==> src/hdl/tvse_pkg.sv <==
`default_nettype none
package tvse_pkg;

    localparam int WORD_W = 32;
    localparam int LEN_W = 64;
    localparam int BYTE_W = 8;

    typedef logic [WORD_W-1:0] word_t;
    typedef logic [LEN_W-1:0] len_t;
    typedef logic [BYTE_W-1:0] byte_t;

    typedef logic [1:0] action_t;
    localparam action_t ACT_SET_POS = 2'd0;
    localparam action_t ACT_HEADER  = 2'd1;
    localparam action_t ACT_CONTENT = 2'd2;

    typedef logic [1:0] status_t;
    localparam status_t STS_OK          = 2'd0;
    localparam status_t STS_NO_HDR_ROOM = 2'd1;
    localparam status_t STS_NO_ROOM     = 2'd2;
    localparam status_t STS_EXCESS      = 2'd3;

    // varint header layout
    localparam int VARINT_FIRST_BITS = 5;
    localparam int VARINT_NEXT_BITS = 7;
    localparam logic [1:0] STRING_WIRE_TYPE = 2'd1;

    typedef enum logic [4:0] {
        ST_IDLE  = 5'b00001,
        ST_CHECK = 5'b00010,
        ST_ROOM1 = 5'b00100,
        ST_ROOM2 = 5'b01000,
        ST_FINAL = 5'b10000
    } state_t;

endpackage
`default_nettype wire

==> src/hdl/tagged_varint_string_encoder.sv <==
`default_nettype none
// Length-prefixed string encoder with a tagged base-128 varint header.
// Input beats arrive on s_* (action in s_tuser, length and content byte in
// s_tdata); every result leaves on m_* with m_tlast on the final result of
// an item. The buffer capacity is loaded over cfg_*, which is always ready.
// One item is in work at a time: s_tready is high only while the sequencer
// is idle. A set-position, unused or content item puts its single result in
// the output register from ST_FINAL or ST_CHECK once the register is free,
// and the sequencer then returns to idle. A header item emits one varint
// byte per cycle while the output register is free (each byte checked
// against the capacity by the shared subtractor); its final byte is held
// through ST_ROOM1 and ST_ROOM2 while the same subtractor computes the
// remaining room, and goes out with the item's m_tlast.
// When the receiver stalls, the result stays in the output register and the
// sequencer holds until the register is free, so nothing is lost.
// Reset clears the write position and any pending string and sets the
// capacity to all ones.
module tagged_varint_string_encoder (
    input  wire         clk,
    input  wire         rst_n,
    input  wire         s_tvalid,
    output logic        s_tready,
    input  wire  [71:0] s_tdata,   // string_length[63:0], content_byte[71:64]
    input  wire  [1:0]  s_tuser,   // action[1:0]
    output logic        m_tvalid,
    input  wire         m_tready,
    output logic [39:0] m_tdata,   // out_byte[7:0], write_address[39:8]
    output logic [2:0]  m_tuser,   // byte_valid[0], status[2:1]
    output logic        m_tlast,
    input  wire         cfg_valid,
    output logic        cfg_ready,
    input  wire  [31:0] cfg_data
);
    import tvse_pkg::*;

    state_t  state_reg, state_next;
    word_t   cap_reg, cap_next;
    word_t   wp_reg, wp_next;
    word_t   left_reg, left_next;
    logic    blocked_reg, blocked_next;
    action_t act_reg, act_next;
    len_t    len_reg, len_next;
    len_t    v_reg, v_next;
    logic    first_reg, first_next;
    byte_t   ch_reg, ch_next;
    byte_t   pend_reg, pend_next;
    word_t   room_reg, room_next;

    logic    mv_reg, mv_next;
    byte_t   ob_reg, ob_next;
    word_t   oa_reg, oa_next;
    logic    obv_reg, obv_next;
    logic    ol_reg, ol_next;
    status_t os_reg, os_next;

    word_t   alu_a, alu_b, alu_diff;
    logic    alu_ge;
    logic    slot_free;
    logic    more;
    byte_t   hdr_byte;
    len_t    v_shift;
    len_t    in_len;
    word_t   in_sat;
    logic    over;

    tvse_alu u_alu (
        .a    (alu_a),
        .b    (alu_b),
        .diff (alu_diff),
        .ge   (alu_ge)
    );

    assign in_len    = s_tdata[LEN_W-1:0];
    assign in_sat    = (in_len[LEN_W-1:WORD_W] != '0) ? '1 : in_len[WORD_W-1:0];
    assign slot_free = ~mv_reg | m_tready;
    assign s_tready  = (state_reg == ST_IDLE);
    assign cfg_ready = 1'b1;

    assign m_tvalid = mv_reg;
    assign m_tdata  = {oa_reg, ob_reg};
    assign m_tuser  = {os_reg, obv_reg};
    assign m_tlast  = ol_reg;

    // next varint byte and the value left after it
    always_comb
    begin
        if (first_reg)
        begin
            more     = (v_reg[LEN_W-1:VARINT_FIRST_BITS] != '0);
            hdr_byte = {STRING_WIRE_TYPE, more, v_reg[VARINT_FIRST_BITS-1:0]};
            v_shift  = v_reg >> VARINT_FIRST_BITS;
        end
        else
        begin
            more     = (v_reg[LEN_W-1:VARINT_NEXT_BITS] != '0);
            hdr_byte = {more, v_reg[VARINT_NEXT_BITS-1:0]};
            v_shift  = v_reg >> VARINT_NEXT_BITS;
        end
    end

    always_comb
    begin
        unique case (state_reg)
            ST_ROOM1:
            begin
                alu_a = cap_reg;
                alu_b = wp_reg;
            end
            ST_ROOM2:
            begin
                alu_a = len_reg[WORD_W-1:0];
                alu_b = room_reg;
            end
            default:
            begin
                alu_a = wp_reg;
                alu_b = cap_reg;
            end
        endcase
    end

    // remaining room is cap - wp - 1 after the final byte: len > that iff len >= cap - wp
    assign over = (len_reg[LEN_W-1:WORD_W] != '0) | alu_ge;

    always_comb
    begin
        state_next   = state_reg;
        cap_next     = cfg_valid ? cfg_data : cap_reg;
        wp_next      = wp_reg;
        left_next    = left_reg;
        blocked_next = blocked_reg;
        act_next     = act_reg;
        len_next     = len_reg;
        v_next       = v_reg;
        first_next   = first_reg;
        ch_next      = ch_reg;
        pend_next    = pend_reg;
        room_next    = room_reg;

        mv_next  = mv_reg & ~m_tready;
        ob_next  = ob_reg;
        oa_next  = oa_reg;
        obv_next = obv_reg;
        ol_next  = ol_reg;
        os_next  = os_reg;

        unique case (state_reg)
            ST_IDLE:
            begin
                if (s_tvalid)
                begin
                    act_next   = s_tuser;
                    len_next   = in_len;
                    v_next     = in_len;
                    first_next = 1'b1;
                    ch_next    = s_tdata[LEN_W+BYTE_W-1:LEN_W];
                    if (s_tuser == ACT_HEADER)
                    begin
                        left_next    = in_sat;
                        blocked_next = 1'b0;
                        state_next   = ST_CHECK;
                    end
                    else if (s_tuser == ACT_CONTENT)
                    begin
                        state_next = ST_CHECK;
                    end
                    else
                    begin
                        if (s_tuser == ACT_SET_POS)
                        begin
                            wp_next      = in_sat;
                            left_next    = '0;
                            blocked_next = 1'b0;
                        end
                        state_next = ST_FINAL;
                    end
                end
            end
            ST_CHECK:
            begin
                if (act_reg == ACT_HEADER)
                begin
                    if (alu_ge)
                    begin
                        if (slot_free)
                        begin
                            mv_next      = 1'b1;
                            ob_next      = '0;
                            oa_next      = wp_reg;
                            obv_next     = 1'b0;
                            ol_next      = 1'b1;
                            os_next      = STS_NO_HDR_ROOM;
                            blocked_next = 1'b1;
                            state_next   = ST_IDLE;
                        end
                    end
                    else if (!more)
                    begin
                        // final byte waits for the room check
                        pend_next  = hdr_byte;
                        state_next = ST_ROOM1;
                    end
                    else if (slot_free)
                    begin
                        mv_next    = 1'b1;
                        ob_next    = hdr_byte;
                        oa_next    = wp_reg;
                        obv_next   = 1'b1;
                        ol_next    = 1'b0;
                        os_next    = STS_OK;
                        wp_next    = wp_reg + 1'b1;
                        v_next     = v_shift;
                        first_next = 1'b0;
                    end
                end
                else if (slot_free)
                begin
                    mv_next    = 1'b1;
                    ob_next    = '0;
                    oa_next    = wp_reg;
                    obv_next   = 1'b0;
                    ol_next    = 1'b1;
                    state_next = ST_IDLE;
                    if (left_reg == '0)
                    begin
                        os_next = STS_EXCESS;
                    end
                    else
                    begin
                        left_next = left_reg - 1'b1;
                        if (blocked_reg || alu_ge)
                        begin
                            os_next = STS_NO_ROOM;
                        end
                        else
                        begin
                            ob_next  = ch_reg;
                            obv_next = 1'b1;
                            os_next  = STS_OK;
                            wp_next  = wp_reg + 1'b1;
                        end
                        if (left_reg == word_t'(1))
                        begin
                            blocked_next = 1'b0;
                        end
                    end
                end
            end
            ST_ROOM1:
            begin
                room_next  = alu_diff;
                state_next = ST_ROOM2;
            end
            ST_ROOM2:
            begin
                if (slot_free)
                begin
                    mv_next      = 1'b1;
                    ob_next      = pend_reg;
                    oa_next      = wp_reg;
                    obv_next     = 1'b1;
                    ol_next      = 1'b1;
                    os_next      = over ? STS_NO_ROOM : STS_OK;
                    blocked_next = over;
                    wp_next      = wp_reg + 1'b1;
                    state_next   = ST_IDLE;
                end
            end
            ST_FINAL:
            begin
                if (slot_free)
                begin
                    mv_next    = 1'b1;
                    ob_next    = '0;
                    oa_next    = wp_reg;
                    obv_next   = 1'b0;
                    ol_next    = 1'b1;
                    os_next    = STS_OK;
                    state_next = ST_IDLE;
                end
            end
            default:
            begin
                state_next = ST_IDLE;
            end
        endcase
    end

    always_ff @(posedge clk or negedge rst_n)
    begin
        if (!rst_n)
        begin
            state_reg   <= ST_IDLE;
            cap_reg     <= '1;
            wp_reg      <= '0;
            left_reg    <= '0;
            blocked_reg <= 1'b0;
            mv_reg      <= 1'b0;
        end
        else
        begin
            state_reg   <= state_next;
            cap_reg     <= cap_next;
            wp_reg      <= wp_next;
            left_reg    <= left_next;
            blocked_reg <= blocked_next;
            mv_reg      <= mv_next;
        end
    end

    always_ff @(posedge clk)
    begin
        act_reg   <= act_next;
        len_reg   <= len_next;
        v_reg     <= v_next;
        first_reg <= first_next;
        ch_reg    <= ch_next;
        pend_reg  <= pend_next;
        room_reg  <= room_next;
        ob_reg    <= ob_next;
        oa_reg    <= oa_next;
        obv_reg   <= obv_next;
        ol_reg    <= ol_next;
        os_reg    <= os_next;
    end

endmodule
`default_nettype wire

==> src/hdl/tvse_alu.sv <==
`default_nettype none
module tvse_alu (
    input  wire tvse_pkg::word_t a,
    input  wire tvse_pkg::word_t b,
    output tvse_pkg::word_t      diff,
    output logic                 ge
);
    import tvse_pkg::*;

    logic [WORD_W:0] full;

    // one subtractor serves the capacity and room compares and the room computation
    assign full = {1'b0, a} - {1'b0, b};
    assign diff = full[WORD_W-1:0];
    assign ge   = ~full[WORD_W];

endmodule
`default_nettype wire

==> config.mk <==
export PLATFORM = sky130hd
export DESIGN_NAME = tagged_varint_string_encoder
export DESIGN_NICKNAME = d
export VERILOG_FILES = /design/src/hdl/tvse_pkg.sv /design/src/hdl/tagged_varint_string_encoder.sv /design/src/hdl/tvse_alu.sv
export SDC_FILE = /design/constraint.sdc
export NUM_CORES = 1
export LEC_CHECK = 0
export BUFFER_PORTS_ARGS = -buffer_cell sky130_fd_sc_hd__buf_2
export CORE_ASPECT_RATIO = 0.5
export CORE_UTILIZATION = 45
export DETAILED_ROUTE_END_ITERATION = 6
export RECOVER_POWER = 25
export SYNTH_ARGS = -nofsm -noshare
export SYNTH_HDL_FRONTEND = slang
export SYNTH_HIERARCHICAL = 1
export SYNTH_SLANG_ARGS = --single-unit
==> constraint.sdc <==
create_clock -name clk -period 11.3 [get_ports clk]
set_input_delay 0.565 -clock clk [delete_from_list [all_inputs] [get_ports clk]]
set_output_delay 0.565 -clock clk [all_outputs]
set_load 0.02 [all_outputs]
=== Yosys cells after proc, flatten, opt, wreduce, memory -nomap -nowiden ===
Cells that the tools add are included.

* Add/sub/neg operators: 3
* Equality and inequality tests: 34
* Mux-type cells: 102
* Bitwise logic cells: 7
* Reductions and logical operators: 24

{| class="wikitable"
|+ Operators by type and width
! kind !! number
|-
| $mux W32 || 23
|-
| $mux W64 || 5
|-
| $pmux W32 S2 || 4
|-
| $pmux W64 S2 || 1
|-
| $pmux W32 S3 || 1
|-
| $mux W8 || 10
|-
| $reduce_bool A32 Y1 || 2
|-
| $mux W59 || 1
|-
| $reduce_bool A59 Y1 || 1
|-
| $reduce_bool A57 Y1 || 1
|-
| $mux W5 || 7
|-
| $sub A32 B32 Y33 || 1
|-
| $add A32 B1 Y32 const B || 1
|-
| $eq A32 B1 Y1 const B || 1
|-
| $logic_not A32 Y1 || 1
|-
| $mux W1 || 32
|-
| $sub A32 B1 Y32 const B || 1
|-
| $pmux W8 S3 || 1
|-
| $ne A3 B3 Y1 const B || 7
|-
| $mux W2 || 10
|-
| $pmux W5 S4 || 1
|-
| $reduce_and A10 Y1 || 2
|-
| $ne A2 B2 Y1 const B || 9
|-
| $ne A4 B4 Y1 const B || 4
|-
| 27 further kinds || 43
|}

* Bits in registers: 326
* Input bits: 111
* Output and inout port bits: 47
* Word-level logic and storage cells: 188

=== Logic depth before layout (Yosys ltp) ===
Gate-level depths: netlist of run 1.

* Depth after elaboration: 10
* Gate-level depth with buffers: 27
* Gate-level depth less buffers: 21

=== Cells and area by module ===
Netlist of run 1, hierarchy kept.

{| class="wikitable"
|+ Modules (own cells, without submodules)
! module !! times used !! cells an instance !! area an instance (um^2) !! sequential area each (um^2)
|-
| tagged_varint_string_encoder || 1 || 1447 || 15823.9 || 9315.2
|-
| tvse_alu || 1 || 276 || 1914.3 || 0.0
|}

=== Worst setup path after synthesis of run 1 ===
OpenSTA, ideal clock, no wires.

* Path kind: register -> register
* Start point: register state_reg[0]
* End point: register first_reg, enable pin
* Library setup time: 0.584 ns
* Arrival: 9.405 ns
* Data required time: 10.716 ns
* Path slack: 1.311 ns
* Cell stages (with the launch flop): 21
* Path buffers: 5
* Clock period less this slack: 9.989 ns
* Cells stage by stage: dfstp_2 -> clkbuf_1 -> nor3_1 -> and3b_1 -> clkbuf_1 -> clkbuf_1 -> a22oi_1 -> nand2_1 -> inv_1 -> ha_1 -> clkbuf_1 -> a21oi_1 -> a21oi_1 -> a211oi_1 -> o31ai_2 -> a31oi_1 -> o21ai_0 -> clkbuf_1 -> nor2_1 -> nand3_1 -> o31ai_1

* Cells in the longest elaborated chain, start to end: 5
* Elaborated cells on any way between the ends: 14
* Classes of those cells: add/sub (1); eq/ne (9); mux (2); reduce/logical (2)

{| class="wikitable"
|+ RTL lines
! what !! line !! RTL
|-
| start, declared || tagged_varint_string_encoder.sv:36 || <nowiki>state_t state_reg, state_next;</nowiki>
|-
| start signal, assigned || tagged_varint_string_encoder.sv:302 || <nowiki>state_reg <= state_next;</nowiki>
|-
| $eq A5 B4 Y1 or $eq A5 B3 Y1 (tied branches) || tagged_varint_string_encoder.sv:103 || <nowiki>unique case (state_reg)</nowiki>
|-
| $pmux W32 S2 * || tagged_varint_string_encoder.sv:103 ||
|-
| net alu_b[20] || tagged_varint_string_encoder.sv:56 || <nowiki>word_t alu_a, alu_b, alu_diff;</nowiki>
|-
| $sub A32 B32 Y33 * || tvse_alu.sv:13 || <nowiki>assign full = {1'b0, a} - {1'b0, b};</nowiki>
|-
| $ne A2 B1 Y1 (no source line) * || -- ||
|-
| $reduce_and A6 Y1 (no source line) * || -- ||
|-
| end signal, assigned || tagged_varint_string_encoder.sv:316 || <nowiki>first_reg <= first_next;</nowiki>
|-
| end, declared || tagged_varint_string_encoder.sv:44 || <nowiki>logic first_reg, first_next;</nowiki>
|}

Mark *: on every way through the listed nets, which the timed path passes. The rest lies on a longest branch.
A chain may end at the register's enable or synchronous reset.

=== Worst setup path after layout of run 1 ===
* Start point: register state_reg[1]
* End point: register oa_reg[21], enable pin

* Cells in the longest elaborated chain, start to end: 5
* Elaborated cells on any way between the ends: 11
* Classes of those cells: add/sub (1); eq/ne (5); mux (2); reduce/logical (3)

{| class="wikitable"
|+ RTL lines
! what !! line !! RTL
|-
| $eq A5 B4 Y1 or $eq A5 B3 Y1 (tied branches) || tagged_varint_string_encoder.sv:103 ||
|-
| $pmux W32 S2 * || tagged_varint_string_encoder.sv:103 ||
|-
| net alu_a[1] || tagged_varint_string_encoder.sv:56 ||
|-
| $sub A32 B32 Y33 * || tvse_alu.sv:13 ||
|-
| $ne A4 B4 Y1 (no source line) * || -- ||
|-
| $reduce_and A2 Y1 (no source line) * || -- ||
|-
| end signal, assigned || tagged_varint_string_encoder.sv:321 || <nowiki>oa_reg <= oa_next;</nowiki>
|-
| end, declared || tagged_varint_string_encoder.sv:51 || <nowiki>word_t oa_reg, oa_next;</nowiki>
|}

Marked as above.

==> results of run 1 <==
Yosys cell counts, types with 22 or more instances:
cell      count  area share [%]
nand2_1     270             5.7
edfxtp_1    223              38
o21ai_0     148             4.2
nor2_1      115             2.4
clkbuf_1     87             1.8
dfrtp_1      70             9.9
a22oi_1      67             2.8
a21oi_1      64             1.8
mux2i_1      58             3.3
inv_1        54             1.1
nand3_1      41             1.2
ha_1         39             2.8
nor4_1       38             1.3
dfstp_2      33             4.9
mux2_2       33             2.1
a22o_1       24             1.2
nand4_1      24            0.85
nor3_1       22            0.62
worst reg2reg max path: cells and delay by family, from the launching register on:
kind	cells	cell delay (ns)
fa+ha+maj	1	0.46
compound gates	8	2.41
buf+inv	2	0.73
flops	1	0.47
simple gates	7	2.65
how the worst max path moves through the flow:
stage	end	slack (ns)
2_1_floorplan	first_reg$_DFFE_PP_	1.31
3_3_place_gp	wp_reg[15]$_DFFE_PN0P_	4.52
3_5_place_dp	wp_reg[15]$_DFFE_PN0P_	4.31
4_1_cts	wp_reg[15]$_DFFE_PN0P_	4.29
5_1_grt	wp_reg[15]$_DFFE_PN0P_	3.70
6_report	oa_reg[21]$_DFFE_PP_	4.17
what timing repair did:
item,4_1_cts,5_1_grt
hold buffers,1,0
gates resized for setup,0,0
hold endpoints to repair,20,0
metrics by stage:
step	power (mW)	utilization, %	hold WS (ns)	cell area (um^2)	cells
after floorplan	3.377	-	0.2694	17740	1723
after global placement	3.891	49.51	0.4608	18860	2304
after detailed placement	3.905	49.51	0.4601	18860	2304
after CTS	5.015	52.31	0.1176	19930	2363
after global routing	5.303	52.08	0.1276	19840	2364
final	5.007	52.08	0.1448	19840	2364
cells by family (layout without fill, tap and decap cells):
kind of cell / Yosys count / after routing / share of synthesized area [%]
buf+inv: 167 / 287 / 3.879
xor+xnor: 29 / 29 / 1.432
simple gates: 614 / 614 / 16.53
fa+ha+maj: 40 / 40 / 2.864
flops: 326 / 326 / 52.51
mux: 91 / 91 / 5.368
other cells: 1 / 2 / 0.02114
compound gates: 455 / 455 / 17.39
per-layer routing:
layer	vias to the layer above	global-route usage, %	part of all wire, %
met5	-	0	0
met4	0	5.064	1.7
met3	58	3.480	6.4
met2	458	36.65	43
met1	6909	39.68	49
li1	6639	-	-
layout make-up:
type	instances	area (um^2)	share of cell area, %
Inverter	55	210.2	1.059
Clock buffer	34	787.0	3.966
Antenna cell	1	2.502	0.01261
Multi-Input combinational cell	1230	7775	39.18
Timing Repair Buffer	174	833.3	4.200
Clock inverter	24	269.0	1.356
Sequential cell	326	9315	46.94
Tap cell	520	650.6	3.279
where the power goes:
part	internal, mW	switching (mW)
logic	0.682	1.13
clock network	0.620	0.480
registers	1.74	0.355
==> run_results.csv, run 1 <==
group,metric,value,unit
synth,ys_seq_area_share,52.51,%
power,irDropWorstVdd,0.1162,mV
cells_and_area,final_common_cell,"nand2_1",
worst_setup_path,regToRegSetupSlack,4.17,ns
timing,finalCriticalPeriod,7.127,ns
placement,globalplace.congestion,0.8987,
cts,cts_root_buf,"clkbuf_16",
global_route,grt_max_degree,94,
worst_setup_path,slowest_stage,"o21ai_1",
cts,clkTransAtPathRegs,0.07,ns
min_path,worstHoldPathCells,1,
worst_setup_path,r2r-start,"state_reg[1]$_DFFE_PN0P_",
synth,async_reset_ff_share,31.60,%
worst_setup_path,rr_endpoint,"oa_reg[21]$_DFFE_PP_",
worst_setup_path,arrival,7.33,ns
worst_setup_path,path_max_fanout,55,
global_route,grtUsageTotal,25.23,%
power,p_per_area,252.3,nW/um^2
timing,fmax,0.1403,GHz
synth,synth.avg_cell_area,10.29,um^2
worst_setup_path,cp.buffers_inverters,2,
synth,synth_cell_types,92,
floorplanning,dieArea,40270,um^2
cts,clockBufferDepth,3,
cells_and_area,final_cell_mix,"270 x nand2_1, 223 x edfxtp_1, 147 x o21ai_0",
global_route,overflow,0,
worst_setup_path,crit_required,11.51,ns
floorplanning,fp.dieW,282.8,um
min_path,hp-class,"in -> reg",
worst_setup_path,cp-start-kind,"register",
timing,rsz0062_at_grt,"false",
floorplanning,design.core.area,38100,um^2
timing,slew_viol_final,75,
floorplanning,die_y,142.4,um
timing,layout_setup_ws,4.173,ns
worst_setup_path,startpoint,"state_reg[1]$_DFFE_PN0P_",
min_path,whs_endpoint,"ch_reg[5]$_DFFE_PP_",
floorplanning,num_io_pins,158,
route,wl_per_cell,21.52,um
cts,cts_htree_levels,1,
synth,syn-instance-count,1723,
cts,cts.sinks,326,
synth,yosysWarnings,6,
placement,dp_slack,4.315,ns
timing,final_hold_viol_count,0,
route,route.detailed.drc,0,
status,outcome,"complete, but fails checks",
worst_setup_path,r2r_cells,18,
synth,synth-main-ff-cell,"edfxtp_1",
cells_and_area,drive_above_1_share,14.38,%
global_route,grt_pass1_wl,77.80,mm
route,dr_total_vias,14060,
cts,clkLatencyLatePin,0.59,ns
cells_and_area,fill_cells,3545,
route,routed_via_density,5.949,
cts,post_cts_buffers,0,
timing,tightest_slew,2.498,ns
run,maxCapViolCount,2,
route,first_pass_iters,5,
timing,fin_crit_sh,63.07,%
timing,fin_worst_skew,0.01447,ns
status,violations,"max-capacitance violations, max-slew violations",
cells_and_area,synthToLayoutAreaGrowth,11.86,%
cts,cts_buffers,31,
worst_setup_path,cp_top_family,"simple AND/OR/NAND/NOR gates",
worst_setup_path,cp-end-kind,"register",
min_path,min_from,"s_tdata[69]",
route,wl,50.86,mm
floorplanning,row_count,50,
cells_and_area,final_nets,1969,
worst_setup_path,crit_chain,"nor3_1 > and3b_4 > buf_4 > a22oi_1 > nand2_1 > inv_1 > fa_1 > nor2b_1 > o21ai_1 > a21oi_2 > a21oi_4 > o31ai_2 > a31oi_1 > o21ai_1 > nor2_1 > nand2_1 > o22ai_1 > nor2_4",
floorplanning,start_util,46.56,%
route,first_iter_violations,1382,
global_route,grt_pass1_vias,12890,
synth,synth_edf_count,223,
timing,relSlewSlack,-66.55,%
route,antenna_left,0,
placement,port_buffers,156,
synth,synth-seq-cells,326,
worst_setup_path,crit_type,"reg -> reg",
worst_setup_path,crit_path_max_incr_delay,0.90,ns
worst_setup_path,crit_cells,18,
synth,synth_fp_nets,1874,
power,p_leak,7.943,nW
cts,cts_tree,"built",
global_route,antenna_found_initial,1,
placement,dpl.hpwl,36.03,mm
timing,fin_tns_setup,0,ns
synth,synth_area,17740,um^2
timing,setup_violations,0,
Note: power is estimated with default switching activity, not from simulation.
==> run 2: changes to the inputs <==
- PLACE_DENSITY: not set -> 0.65
- clock period: 11.3 -> 6.3 ns (I/O delays scaled with it)
==> run 2 against run 1 <==
  * The flow still finishes with violations (max-capacitance violations, max-slew violations)
  * Sequential cell count stayed put
  * Fmax is 21% higher
  * Worst setup slack lost 3.8 ns
  * Clock-buffer cell count did not move
  * Sequential power is 79% higher
==> run_results.csv, run 2 (synthesis gave the netlist of run 1 again) <==
group,metric,value,unit
status,outcome,"complete, but fails checks",
status,violations,"max-capacitance violations, max-slew violations",
cts,cts_tree,"built",
cts,clkLatencyLatePin,0.58,ns
worst_setup_path,arrival,6.21,ns
route,routed_via_density,5.930,
cts,clkTransAtPathRegs,0.07,ns
global_route,grt_pass1_wl,79.43,mm
timing,fin_worst_skew,0.02252,ns
route,dr_total_vias,14560,
timing,relSlewSlack,-51.12,%
power,p_per_area,440.2,nW/um^2
cells_and_area,final_nets,2061,
cells_and_area,fin_area,20830,um^2
timing,fin_crit_sh,93.47,%
route,first_pass_iters,6,
route,antenna_left,0,
timing,holdWs,0.05566,ns
route,wl_per_cell,21.15,um
floorplanning,start_util,46.56,%
floorplanning,dieArea,40270,um^2
cells_and_area,final_cell_mix,"270 x nand2_1, 223 x edfxtp_1, 147 x o21ai_0",
cells_and_area,fill_cells,3427,
floorplanning,num_io_pins,158,
cts,cts.sinks,326,
placement,placed_area,18930,um^2
min_path,hp-class,"in -> reg",
global_route,grtUsageTotal,25.63,%
global_route,overflow,0,
timing,fin_tns_setup,0,ns
timing,setup_violations,0,
floorplanning,fp.dieW,282.8,um
route,wl,51.95,mm
timing,slew_viol_final,68,
placement,dpl.hpwl,35.90,mm
cts,cts_root_buf,"clkbuf_16",
placement,globalplace.congestion,0.8951,
power,p_leak,8.389,nW
worst_setup_path,crit_path_max_incr_delay,0.51,ns
timing,final_hold_viol_count,0,
timing,finalCriticalPeriod,5.888,ns
power,irDropWorstVdd,0.2598,mV
placement,port_buffers,156,
power,power,9.172,mW
worst_setup_path,cp-start-kind,"register",
run,maxCapViolCount,2,
worst_setup_path,crit_required,6.62,ns
floorplanning,design.core.area,38100,um^2
timing,tightest_slew,2.267,ns
cts,clockBufferDepth,3,
cts,cts_buffers,30,
worst_setup_path,cp.buffers_inverters,3,
route,first_iter_violations,1857,
floorplanning,die_y,142.4,um
floorplanning,row_count,50,
cts,cts_htree_levels,1,
timing,fmax,0.1698,GHz
cells_and_area,synthToLayoutAreaGrowth,17.45,%
global_route,grt_pass1_vias,13560,
global_route,grt_max_degree,106,
cells_and_area,final_common_cell,"nand2_1",
worst_setup_path,slowest_stage,"or4_1",
cells_and_area,drive_above_1_share,14.22,%
worst_setup_path,cp_top_family,"compound AO/OA/AOI/OAI gates",
worst_setup_path,crit_chain,"nor3_1 > and3b_4 > buf_4 > a22oi_1 > nand2_1 > inv_1 > ha_1 > a21oi_1 > o21ai_1 > a221o_1 > a21oi_4 > o31ai_2 > a31oi_1 > o21ai_1 > buf_4 > nor4_1 > nand4_1 > or4_1 > o21ai_0 > nand3_1",
timing,rsz0062_at_grt,"false",
route,route.detailed.drc,0,
worst_setup_path,path_max_fanout,32,
worst_setup_path,cp-end-kind,"register",
worst_setup_path,crit_type,"reg -> reg",
global_route,antenna_found_initial,3,
run 2: timing repair:
action / CTS / global route
hold buffers: 86 / 0
resized for setup: 0 / 1
endpoints found under the setup margin: 0 / 1
buffers inserted: 0 / 0
endpoints found under the hold margin: 102 / 0
run 2: path summary, 6_finish.rpt:
kind	startpoint	cells past startpoint	slack (ns)	end
min in group asynchronous	rst_n	2	0.94	m_tvalid$_DFF_PN0_
hold / removal	s_tvalid	3	0.06	state_reg[4]$_DFFE_PN0P_
hold reg to reg	v_reg[2]$_DFFE_PP_	0	0.45	pend_reg[2]$_DFFE_PP_
max in group asynchronous	rst_n	3	3.37	wp_reg[25]$_DFFE_PN0P_
setup / recovery	state_reg[1]$_DFFE_PN0P_	20	0.41	os_reg[1]$_DFFE_PP_
setup reg to reg	state_reg[1]$_DFFE_PN0P_	20	0.41	os_reg[1]$_DFFE_PP_
run 2: final cells by class:
cell class | count | area (um^2) | share of cell area (%)
Antenna cell | 2 | 5.005 | 0.02402
Clock inverter | 22 | 299.0 | 1.435
Tap cell | 520 | 650.6 | 3.123
Inverter | 55 | 210.2 | 1.009
Sequential cell | 326 | 9315 | 44.71
Multi-Input combinational cell | 1230 | 7775 | 37.32
Clock buffer | 34 | 818.3 | 3.928
Timing Repair Buffer | 267 | 1760 | 8.450
run 2: power breakdown:
part | switching [mW] | total, mW | internal [mW]
registers | 0.632 | 3.74 | 3.11
logic | 2.06 | 3.35 | 1.29
clock network | 0.854 | 2.08 | 1.22
run 2: per-layer routing:
layer	routed length, um	global-route usage [%]	vias to the layer above
li1	-	-	6820
met2	23070	38.75	581
met1	23930	38.94	7094
met5	0	0	-
met4	972	5.121	0
met3	3977	3.726	69
run 2: tightest hold or removal path, stage by stage:
cell,delay [ns]
buf_2,0.10
nor2_1,0.06
nor2_1,0.12
run 2: through the flow:
step | cells | utilization (%) | setup WS [ns]
2_1_floorplan | 1723 | - | 0.004927
3_3_place_gp | 2312 | 49.70 | 0.5517
3_5_place_dp | 2312 | 49.70 | 0.4479
4_1_cts | 2454 | 54.89 | 0.4355
5_1_grt | 2456 | 54.68 | 0.003597
6_report | 2456 | 54.68 | 0.4116
==> run 3: changes to the inputs <==
- CORE_ASPECT_RATIO: 0.5 -> 1.4
==> run 3 against run 2 <==
  * The run still ends with max-capacitance violations, max-slew violations left
  * Clock-buffer cell count is 15 higher
  * Critical path depth stayed put
  * Clock skew is 0.0042 ns higher
  * Via count is 0.89% lower
  * Sequential power hardly changed
  * Global-route usage is 0.65 points lower
  * Worst setup slack worse by 0.035 ns
  * Largest power group unchanged
  * Critical endpoint unchanged
  * Sequential cell count stayed put
==> run_results.csv, run 3 (synthesis gave the netlist of run 1 again) <==
group,metric,value,unit
status,outcome,"complete, but fails checks",
status,violations,"max-capacitance violations, max-slew violations",
cells_and_area,fin_area,20640,um^2
cts,cts_buffers,36,
worst_setup_path,crit_path_max_incr_delay,0.60,ns
route,wl,50.24,mm
placement,port_buffers,156,
worst_setup_path,crit_required,6.57,ns
power,irDropWorstVdd,0.2415,mV
global_route,grt_pass1_wl,78.19,mm
timing,holdWs,0.01924,ns
timing,slew_viol_final,85,
route,wl_per_cell,20.63,um
worst_setup_path,crit_type,"reg -> reg",
route,first_pass_iters,5,
cts,cts_htree_levels,2,
cells_and_area,multi_input_area,7787,um^2
worst_setup_path,cp_top_family,"simple AND/OR/NAND/NOR gates",
cts,cts.sinks,326,
cells_and_area,drive_above_1_share,14.37,%
floorplanning,fp.dieW,169.8,um
floorplanning,design.core.area,38610,um^2
worst_setup_path,arrival,6.20,ns
global_route,grtUsageTotal,24.98,%
power,p_per_area,445.1,nW/um^2
route,first_iter_violations,1121,
placement,globalplace.congestion,0.9222,
global_route,overflow,0,
cells_and_area,final_common_cell,"nand2_1",
worst_setup_path,cp-start-kind,"register",
cts,clockBufferDepth,3,
worst_setup_path,crit_chain,"nor3_1 > and3b_4 > buf_12 > a22oi_1 > nand2_1 > inv_1 > ha_1 > a21oi_1 > o21ai_1 > a221o_1 > a21oi_4 > o31ai_2 > a31oi_1 > o21ai_0 > buf_4 > nor4_2 > nand4_1 > or4_1 > o21ai_1 > nand3_1",
global_route,antenna_found_initial,0,
min_path,whs_endpoint,"cap_reg[13]$_DFFE_PN1P_",
floorplanning,row_count,85,
cells_and_area,instances_no_fill,2436,
cells_and_area,synthToLayoutAreaGrowth,16.34,%
timing,setup_violations,0,
cts,cts_root_buf,"clkbuf_16",
worst_setup_path,startpoint,"state_reg[1]$_DFFE_PN0P_",
min_path,min_from,"cfg_data[13]",
global_route,grt_max_degree,127,
cts,post_cts_buffers,0,
min_path,worstHoldPathCells,2,
worst_setup_path,cp-end-kind,"register",
cts,clkTransAtPathRegs,0.06,ns
worst_setup_path,r2r_cells,20,
timing,fmax,0.1688,GHz
timing,rsz0062_at_grt,"false",
timing,finalCriticalPeriod,5.923,ns
cells_and_area,regArea,9315,um^2
timing,fin_worst_skew,0.02675,ns
cells_and_area,diodes,0,
placement,dpl.hpwl,35.18,mm
timing,final_hold_viol_count,0,
route,dr_total_vias,14440,
min_path,hp-class,"in -> reg",
worst_setup_path,cp.buffers_inverters,3,
power,p_leak,8.281,nW
cells_and_area,fill_cells,3474,
route,antenna_left,0,
worst_setup_path,crit_top_cell,"o21ai_1",
timing,tightest_slew,3.019,ns
floorplanning,num_io_pins,158,
worst_setup_path,slowest_stage,"or4_1",
worst_setup_path,crit_cells,20,
floorplanning,dieArea,40230,um^2
cts,clkLatencyLatePin,0.55,ns
route,routed_via_density,5.926,
route,route.detailed.drc,0,
placement,placed_area,19000,um^2
timing,fin_crit_sh,94.02,%
floorplanning,die_y,236.9,um
global_route,grt_pass1_vias,14330,
worst_setup_path,regToRegSetupSlack,0.38,ns
run,maxCapViolCount,2,
timing,relSlewSlack,-101.3,%
cells_and_area,final_nets,2037,
floorplanning,start_util,45.95,%
worst_setup_path,r2r-start,"state_reg[1]$_DFFE_PN0P_",
worst_setup_path,path_max_fanout,97,
cells_and_area,final_cell_mix,"270 x nand2_1, 223 x edfxtp_1, 147 x o21ai_0",
cts,cts_tree,"built",
worst_setup_path,rr_endpoint,"os_reg[1]$_DFFE_PP_",
timing,fin_tns_setup,0,ns
placement,place_inst,2314,
-- run 3: cell count changes in the layout (fill, tap and decap cells not counted), moves of 2 or more --
cell / previous run / this run
buf_12: 1 / 6
clkinv_1: 1 / 3
dlygate4sd3_1: 86 / 55
clkbuf_1: 69 / 80
clkinv_4: 2 / 0
diode_2: 2 / 0
clkbuf_16: 32 / 38
bufinv_16: 7 / 3
buf_4: 23 / 19
clkinvlp_4: 1 / 3
clkinv_2: 10 / 6
-- run 3: worst register-to-register path, cell delays in order (launching register included) --
cell and delay, ns:
dfrtp_1 0.46, nor3_1 0.34, and3b_4 0.33, buf_12 0.34
a22oi_1 0.18, nand2_1 0.09, inv_1 0.04, ha_1 0.37
a21oi_1 0.20, o21ai_1 0.12, a221o_1 0.40, a21oi_4 0.25
o31ai_2 0.14, a31oi_1 0.28, o21ai_0 0.12, buf_4 0.20
nor4_2 0.48, nand4_1 0.19, or4_1 0.60, o21ai_1 0.37
nand3_1 0.14
-- run 3: cell type report --
cell class | instances | share of cell area, %
clock buffer | 49 | 4.808
inverter | 55 | 1.013
multi-input combinational | 1231 | 37.74
timing repair buffer | 236 | 7.306
sequential | 326 | 45.14
tap | 522 | 3.165
clock inverter | 17 | 0.8307
-- run 3: how the worst max path moves through the flow --
stage	end	slack (ns)
3_5_place_dp	os_reg[1]$_DFFE_PP_	-0.04
3_3_place_gp	os_reg[1]$_DFFE_PP_	0.04
2_1_floorplan	first_reg$_DFFE_PP_	0.005
5_1_grt	os_reg[1]$_DFFE_PP_	0.07
4_1_cts	os_reg[1]$_DFFE_PP_	0.18
6_report	os_reg[1]$_DFFE_PP_	0.38
-- run 3: metal layers --
metal  track usage (%)  vias up  wire length, um
met1             30.93     7012            20020
met4             13.02        0             2449
met3             3.159      140             2746
li1                  -     6770                -
met5                 0        -                0
met2             42.41      513            25030
-- run 3: through the flow --
stage / worst slack [ns] / total power, mW / utilization [%]
6_report: 0.3767 / 9.185 / 53.45
2_1_floorplan: 0.004927 / 6.046 / -
3_3_place_gp: 0.04239 / 6.981 / 49.21
5_1_grt: 0.07295 / 9.735 / 53.45
3_5_place_dp: -0.03947 / 7.065 / 49.21
4_1_cts: 0.1781 / 9.217 / 53.67
-- run 3: repair_timing --
| action | in CTS | in global routing |
|---|---|---|
| hold endpoints to repair | 79 | 0 |
| pin swaps | 1 | 1 |
| cloned | 0 | 1 |
| hold buffers | 55 | 0 |
| endpoints found under the setup margin | 1 | 2 |
| resized for setup | 1 | 1 |
-- run 3: report_power, final --
part           switching, mW  internal [mW]
clock network          0.867           1.23
registers              0.601           3.11
logic                   2.07           1.30
